## config.mk

```make
export PLATFORM = sky130hd
export DESIGN_NAME = colour_display_io_decoder
export DESIGN_NICKNAME = d
export VERILOG_FILES = /design/src/rtl/core/cdio_pkg.sv /design/src/rtl/core/cdio_cell_store.sv /design/src/rtl/core/colour_display_io_decoder.sv
export SDC_FILE = /design/constraint.sdc
export NUM_CORES = 1
export LEC_CHECK = 0
export BUFFER_PORTS_ARGS = -buffer_cell sky130_fd_sc_hd__buf_2
export CAP_MARGIN = 5
export CORE_MARGIN = 2
export CORE_UTILIZATION = 58
export DETAILED_ROUTE_END_ITERATION = 7
export PLACE_DENSITY = 0.79
export RECOVER_POWER = 100
export SLEW_MARGIN = 25
export SYNTH_ARGS = -nofsm -noshare
export SYNTH_HDL_FRONTEND = slang
export SYNTH_SLANG_ARGS = --single-unit
```

## constraint.sdc

```tcl
create_clock -name clk -period 3.8 [get_ports clk]
set_input_delay 0.76 -clock clk [delete_from_list [all_inputs] [get_ports clk]]
set_output_delay 0.76 -clock clk [all_outputs]
set_load 0.05 [all_outputs]
```

## src/rtl/core/cdio_pkg.sv

```systemverilog
// Shared types, constants and helpers for the colour display I/O decoder.
`default_nettype none

package cdio_pkg;

    localparam int COLOUR_CELL_COUNT = 64;
    localparam int CELL_AW = $clog2(COLOUR_CELL_COUNT);

    typedef enum logic [1:0] {
        OP_MEM_WRITE = 2'd0,
        OP_INPUT     = 2'd1,
        OP_OUTPUT    = 2'd2,
        OP_LOOKUP    = 2'd3
    } op_t;

    localparam logic [0:0] REG_MACHINE_KIND = 1'b0;

    localparam logic [11:0] RAM_BASE    = 12'h800;
    localparam logic [11:0] RAM_LIMIT   = 12'hA00;
    localparam logic [3:0]  COLOUR_PAGE = 4'hB;

    localparam logic [2:0] PORT_SCREEN = 3'd1;
    localparam logic [2:0] PORT_KEYPAD = 3'd2;
    localparam logic [2:0] PORT_BLANK  = 3'd4;

    typedef struct packed {
        logic               en;
        logic [CELL_AW-1:0] idx;
        logic [2:0]         data;
    } cell_wr_t;

    typedef struct packed {
        logic               en;
        logic [CELL_AW-1:0] idx;
    } cell_rd_t;

    function automatic logic [2:0] back_rgb(input logic [1:0] step);
        logic [2:0] c;
        case (step)
            2'd0:    c = 3'd1;
            2'd1:    c = 3'd0;
            2'd2:    c = 3'd2;
            2'd3:    c = 3'd4;
            default: c = 3'd0;
        endcase
        return c;
    endfunction

    // stored order: bit0 red, bit1 blue, bit2 green
    function automatic logic [2:0] rbg_to_rgb(input logic [2:0] c);
        return {c[0], c[2], c[1]};
    endfunction

endpackage

`default_nettype wire

```

## src/rtl/core/cdio_cell_store.sv

```systemverilog
// Colour cell store: 64 x 3 synchronous memory with per-cell valid bits.
`default_nettype none

module cdio_cell_store
    import cdio_pkg::*;
(
    input  wire logic     clk,
    input  wire logic     rst_n,
    input  wire cell_wr_t wr,
    input  wire cell_rd_t rd,
    output logic [2:0]    rd_data
);

    logic [2:0]                   mem [COLOUR_CELL_COUNT];
    logic [COLOUR_CELL_COUNT-1:0] valid_reg;
    logic [COLOUR_CELL_COUNT-1:0] valid_next;
    logic [2:0]                   rd_data_reg;

    always_comb
    begin
        valid_next = valid_reg;
        if (wr.en)
        begin
            valid_next[wr.idx] = 1'b1;
        end
    end

    always_ff @(posedge clk or negedge rst_n)
    begin
        if (!rst_n)
        begin
            valid_reg <= '0;
        end
        else
        begin
            valid_reg <= valid_next;
        end
    end

    always_ff @(posedge clk)
    begin
        if (wr.en)
        begin
            mem[wr.idx] <= wr.data;
        end
    end

    // never-written cells read as zero
    always_ff @(posedge clk)
    begin
        if (rd.en)
        begin
            rd_data_reg <= valid_reg[rd.idx] ? mem[rd.idx] : 3'd0;
        end
    end

    assign rd_data = rd_data_reg;

endmodule

`default_nettype wire

```

## src/rtl/core/colour_display_io_decoder.sv

```systemverilog
// Colour display I/O decoder top level: request decode, display state and output register.
//
// One request is decoded per pass: a memory write, an input port access, an output
// port access or a colour lookup, each giving one result. The accept cycle issues the
// colour store access and updates the display state, the next cycle loads the result
// register with the registered store read. The next request is taken in the cycle the
// result leaves. The colour store is cleared at reset through per-cell valid bits, so
// no clearing pass is needed. machine_kind (register 0, address 0x0) selects colour
// behavior.
`default_nettype none

module colour_display_io_decoder
    import cdio_pkg::*;
(
    input  wire logic        clk,
    input  wire logic        rst_n,
    // APB configuration
    input  wire logic        psel,
    input  wire logic        penable,
    input  wire logic        pwrite,
    input  wire logic [2:0]  paddr,
    input  wire logic [31:0] pwdata,
    output logic      [31:0] prdata,
    output logic             pready,
    // requests
    input  wire logic        s_tvalid,
    output logic             s_tready,
    // address[15:0], data[23:16], port[26:24], display_offset[34:27], zero pad
    input  wire logic [39:0] s_tdata,
    // operation[1:0]
    input  wire logic [1:0]  s_tuser,
    // results
    output logic             m_tvalid,
    input  wire logic        m_tready,
    // dot_rgb[2:0], background_rgb[5:3], colour_on[6], screen_on[7],
    // key_latch[11:8], ram_write[12], ram_index[21:13], zero pad[31:22]
    output logic [31:0]      m_tdata
);

    logic        machine_kind_reg, machine_kind_next;
    logic [1:0]  back_step_reg, back_step_next;
    logic        colour_en_reg, colour_en_next;
    logic        screen_en_reg, screen_en_next;
    logic [3:0]  keypad_reg, keypad_next;
    logic        pending_reg, pending_next;
    logic        out_valid_reg, out_valid_next;
    logic        lookup_reg;
    logic        ram_write_reg;
    logic [8:0]  ram_index_reg;
    logic [31:0] out_data_reg;

    logic        accept;
    logic        cfg_write;
    op_t         op;
    logic [11:0] addr;
    logic [7:0]  data;
    logic [2:0]  port;
    logic [7:0]  offs;
    logic        ram_hit;
    logic        colour_hit;
    cell_wr_t    cell_wr;
    cell_rd_t    cell_rd;
    logic [2:0]  cell_rd_data;
    logic [2:0]  dot;

    assign pready    = 1'b1;
    assign cfg_write = psel && penable && pwrite && pready;
    assign prdata    = (paddr[2] == REG_MACHINE_KIND) ? {31'd0, machine_kind_reg} : 32'd0;

    assign s_tready = !pending_reg && (!out_valid_reg || m_tready);
    assign accept   = s_tvalid && s_tready;

    assign op   = op_t'(s_tuser);
    assign addr = s_tdata[11:0];
    assign data = s_tdata[23:16];
    assign port = s_tdata[26:24];
    assign offs = s_tdata[34:27];

    assign ram_hit    = (addr >= RAM_BASE) && (addr < RAM_LIMIT);
    assign colour_hit = machine_kind_reg && (addr[11:8] == COLOUR_PAGE);

    always_comb
    begin
        cell_wr.en   = accept && (op == OP_MEM_WRITE) && !ram_hit && colour_hit;
        cell_wr.idx  = addr[CELL_AW-1:0];
        cell_wr.data = data[2:0];
        cell_rd.en   = accept && (op == OP_LOOKUP);
        cell_rd.idx  = {offs[7:5], offs[2:0]};
    end

    cdio_cell_store u_cell_store (
        .clk     (clk),
        .rst_n   (rst_n),
        .wr      (cell_wr),
        .rd      (cell_rd),
        .rd_data (cell_rd_data)
    );

    always_comb
    begin
        machine_kind_next = machine_kind_reg;
        back_step_next    = back_step_reg;
        colour_en_next    = colour_en_reg;
        screen_en_next    = screen_en_reg;
        keypad_next       = keypad_reg;
        if (cfg_write && (paddr[2] == REG_MACHINE_KIND))
        begin
            machine_kind_next = pwdata[0];
        end
        if (accept)
        begin
            case (op)
                OP_MEM_WRITE:
                begin
                    if (cell_wr.en)
                    begin
                        colour_en_next = 1'b1;
                    end
                end
                OP_INPUT:
                begin
                    if (port == PORT_SCREEN)
                    begin
                        screen_en_next = 1'b1;
                    end
                    else if (port == PORT_BLANK && machine_kind_reg)
                    begin
                        screen_en_next = 1'b0;
                    end
                end
                OP_OUTPUT:
                begin
                    if (port == PORT_SCREEN)
                    begin
                        if (machine_kind_reg)
                        begin
                            back_step_next = back_step_reg + 2'd1;
                        end
                        else
                        begin
                            screen_en_next = 1'b0;
                        end
                    end
                    else if (port == PORT_KEYPAD)
                    begin
                        keypad_next = data[3:0];
                    end
                end
                default:
                begin
                end
            endcase
        end
    end

    always_comb
    begin
        pending_next   = accept;
        out_valid_next = out_valid_reg;
        if (pending_reg)
        begin
            out_valid_next = 1'b1;
        end
        else if (m_tready)
        begin
            out_valid_next = 1'b0;
        end
    end

    always_ff @(posedge clk or negedge rst_n)
    begin
        if (!rst_n)
        begin
            machine_kind_reg <= 1'b0;
            back_step_reg    <= 2'd0;
            colour_en_reg    <= 1'b0;
            screen_en_reg    <= 1'b0;
            keypad_reg       <= 4'd0;
            pending_reg      <= 1'b0;
            out_valid_reg    <= 1'b0;
        end
        else
        begin
            machine_kind_reg <= machine_kind_next;
            back_step_reg    <= back_step_next;
            colour_en_reg    <= colour_en_next;
            screen_en_reg    <= screen_en_next;
            keypad_reg       <= keypad_next;
            pending_reg      <= pending_next;
            out_valid_reg    <= out_valid_next;
        end
    end

    always_ff @(posedge clk)
    begin
        if (accept)
        begin
            lookup_reg    <= (op == OP_LOOKUP);
            ram_write_reg <= (op == OP_MEM_WRITE) && ram_hit;
            ram_index_reg <= ((op == OP_MEM_WRITE) && ram_hit) ? addr[8:0] : 9'd0;
        end
    end

    assign dot = lookup_reg ? rbg_to_rgb(cell_rd_data) : 3'd0;

    always_ff @(posedge clk)
    begin
        if (pending_reg)
        begin
            out_data_reg <= {2'd0, 8'd0, ram_index_reg, ram_write_reg, keypad_reg,
                             screen_en_reg, colour_en_reg, back_rgb(back_step_reg), dot};
        end
    end

    assign m_tvalid = out_valid_reg;
    assign m_tdata  = out_data_reg;

    a_single_in_flight: assert property (@(posedge clk) disable iff (!rst_n)
        !(pending_reg && out_valid_reg))
        else $error("request in flight while result register is full");

    a_accept_to_pending: assert property (@(posedge clk) disable iff (!rst_n)
        accept |=> pending_reg)
        else $error("accepted request not in flight");

    a_pending_to_out: assert property (@(posedge clk) disable iff (!rst_n)
        pending_reg |=> (out_valid_reg && !pending_reg))
        else $error("request in flight did not reach result register");

    a_ram_no_dot: assert property (@(posedge clk) disable iff (!rst_n)
        (m_tvalid && m_tdata[12]) |-> (m_tdata[2:0] == 3'd0))
        else $error("memory write result carries a dot colour");

endmodule

`default_nettype wire
```

==> impl_metrics.yaml <==
timing:
  setup_repair_after_global_routing_missed_its_margin: "no"
  maximum_clock_frequency_ghz: 0.332
  worst-slew-pin-transition_ps: 3030
  layout_setup_ws_ps: 784
  totalNegativeSetupSlack_ps: 0
  final_max_slew_viol_count: 128
  timing.slew.headroom_pct: -102
  finalSetupViolCount: 0
  timing.final.crit_period_ps: 3020
  final_min_period_over_clock_period_pct: 79.4
  clock_skew_ps: 13.5
  timing.final.hold_violations: 0
clock_tree:
  post-cts-setup-buffers: 0
  clock-root-buffer: "clkbuf_16"
  clockBufferDepth: 3
  tritoncts.num_buffers: 28
  clock_sinks: 303
  clk_pin_slew_worst_paths_ps: 60
  tritoncts: "built"
  cts.htree.levels: 1
  cts_hold_buffers: 0
  clock_insertion_delay_worst_skew_ps: 540
  cts.repair.resized: 0
logic_synthesis:
  syn_avg_cell_area_sq_um: 16.8
  post_synthesis_cell_count: 740
  synth_top_area_cell: "edfxtp_1"
  synth.distinct_cells: 49
  synthArstFlopShare_pct: 24.8
  synth.ff_latch_count: 303
  yosysSeqAreaShare_pct: 70.3
  netlist_top_cells_area: "edfxtp_1 55%, dfrtp_1 15%, mux4_2 11%, buf_4 2.5%, nor2_1 2.2%"
  ys_dominant_reg_cell: "edfxtp_1"
  synth-warning-count: 0
  synth_edf_count: 228
  synthesis.area_sq_mm: 0.0124
  fraction_of_post_synthesis_cell_area_in_the_top_cell_type_by_area_pct: 55.1
min_path:
  path_type_of_the_worst_min_delay_path: "input pin to asynchronous set/reset pin"
worst_setup_path:
  end_kind: "flip-flop"
  crit_path_start: "s_tdata[18]"
  worst-path-buf-inv: 1
  required_ps: 3690
  crit_path_start_kind: "input pin"
  critical_path.reg2reg.startpoint: "m_tvalid"
  timing.critical_path.slowest_stage_cell: "clkbuf_1"
  critical_path.cell_chain: "clkbuf_1"
  timing.reg2reg.setup_slack_ps: 1470
  slowest_delay_ps: 2100
  crit_path_max_fanout: 65
  regToRegEndpoint: "u_cell_store.mem[4][2]"
  crit_type: "input pin to flip-flop"
  worst_path_dominant_cell_family: "buffers and inverters"
  timing.critical_path.arrival_ps: 2910
  reg2reg_depth: 5
final_layout:
  final_area_sq_mm: 0.0137
  largest_reg_flops: 192
  area.growth.synth_to_final_pct: 10.4
  filler_cell_count: 1367
  finalCoreUtilization_pct: 65.2
  diodes: 0
  final_layout_size_suffix_gt1_share_pct: 22.5
  nets: 893
job:
  max_cap_violations: 3
global_routing:
  number_of_global_route_vias_before_repair: 6987
  groute.layer.met3.usage_pct: 4.48
  antenna_found_initial: 0
  groute.layer.met2.usage_pct: 41.2
  grt_util_all_layers_pct: 24.2
  globalRouteMet1Util_pct: 32.0
  grt_overflow_total: 0
  grt_most_used_layer: "met2"
  grt_start_max_net_pins: 66
  grt_first_pass_wirelength_mm: 40.6
floorplanning:
  core.rowCount: 53
  core_area_sq_mm: 0.0210
  dieArea_sq_mm: 0.0226
  die_width_um: 150
  initial_utilization_pct: 59.1
  die_height_um: 150
  pin_count: 151
power:
  power.leakage_nw: 5.02
  power_per_cell_area_mw_per_mm2: 511
  irDropWorstVdd_v: 0.000274
routing:
  route.final.wire_length_mm: 26.3
  drc_errors: 0
  post_drt_via_cell_ratio: 6.20
  detail-route-antenna-nets: 0
  detailroute.via_count: 6844
  drtIter0Drc: 840
  wire_length_per_cell_um: 23.9
  drt-pass1-iter-count: 5
placed_design:
  pre_cts_ws_ps: 703
  detailedPlacementHpwl_mm: 16.5
  total_of_buffers_placed_on_input_and_output_ports: 60
  finalWeightedCongestion: 0.818
  place_area_sq_mm: 0.0129
status:
  outcome: "complete, but fails checks"
  failing_checks: "max-capacitance violations, max-slew violations"
[synth_stat cells (4+ instances only)]
library cell / number
a21oi_1: 10
a22oi_1: 29
and2_1: 17
buf_2: 12
buf_4: 42
buf_6: 5
clkbuf_1: 19
dfrtp_1: 75
edfxtp_1: 228
inv_1: 4
mux2_2: 11
mux2i_1: 6
mux4_2: 58
nand2_1: 19
nand2_2: 4
nand3b_1: 4
nand4_1: 4
nor2_1: 73
nor2b_1: 10
nor3_1: 4
o21ai_0: 4
o21bai_1: 32
or2_2: 29
[how the worst max path moves through the flow]
stage,to,depth (start not counted)
2_1_floorplan,keypad_reg[0],4
3_3_place_gp,u_cell_store.rd_data[0],7
3_5_place_dp,u_cell_store.rd_data[1],7
4_1_cts,u_cell_store.rd_data[1],7
5_1_grt,u_cell_store.mem[26][2],1
6_report,u_cell_store.mem[26][2],1
[logic make-up after synthesis]
logic type | count (synthesis) | synth area share, %
flops | 303 | 70.3
buf+inv | 84 | 4.36
fa+ha+maj | 3 | 0.302
mux | 75 | 12.0
xor+xnor | 1 | 0.0705
compound gates | 89 | 5.17
simple gates | 183 | 7.78
other cells | 2 | 0.0605
[metrics by stage]
stage,hold slack [ps],std cells,power (mW)
after floorplan,400,780,4.12
after global placement,402,1048,4.23
after detailed placement,405,1051,4.26
after CTS,42.0,1103,7.05
after global routing,104,1103,7.19
final,83.2,1103,7.00
[layout make-up]
type	instances	area (sq um)	share of cell area, %
clock buffers	38	790	5.76
inverters	4	15.0	0.109
multi-input cells	393	3290	24.0
flip-flops and latches	303	8720	63.6
clock inverters	14	149	1.09
repair buffers	76	405	2.96
well taps	275	344	2.51
[cell usage in the layout, fill, tap and decap left out, drive strengths merged, types with 6 or more instances in the layout]
| cell | count |
|---|---|
| edfxtp | 228 |
| dfrtp | 75 |
| nor2 | 73 |
| clkbuf | 73 |
| mux4 | 58 |
| conb | 42 |
| buf | 41 |
| o21bai | 32 |
| or2 | 32 |
| a22oi | 29 |
| nand2 | 23 |
| and2 | 17 |
| mux2 | 11 |
| nor2b | 10 |
| a21oi | 10 |
| clkinv | 9 |
| mux2i | 6 |
[power breakdown]
part | internal (mW) | total [mW] | switching [mW]
Clock | 1.66 | 2.83 | 1.17
Combinational | 0.126 | 0.526 | 0.399
Sequential | 3.63 | 3.65 | 0.0254
[layer usage]
| metal | vias up | part of all wire (%) |
|---|---|---|
| li1 | 2866 | - |
| met1 | 3522 | 37 |
| met2 | 390 | 51 |
| met3 | 66 | 9.0 |
| met4 | 0 | 2.8 |
| met5 | - | 0 |
[worst register-to-register path, stage by stage, from the launching register on]
cell	delay (ps)
dfrtp_1	370
nor2b_1	170
nand4bb_1	280
nor3b_4	300
nand2_1	450
nor2_1	430
(Power assumes the default switching activity.)
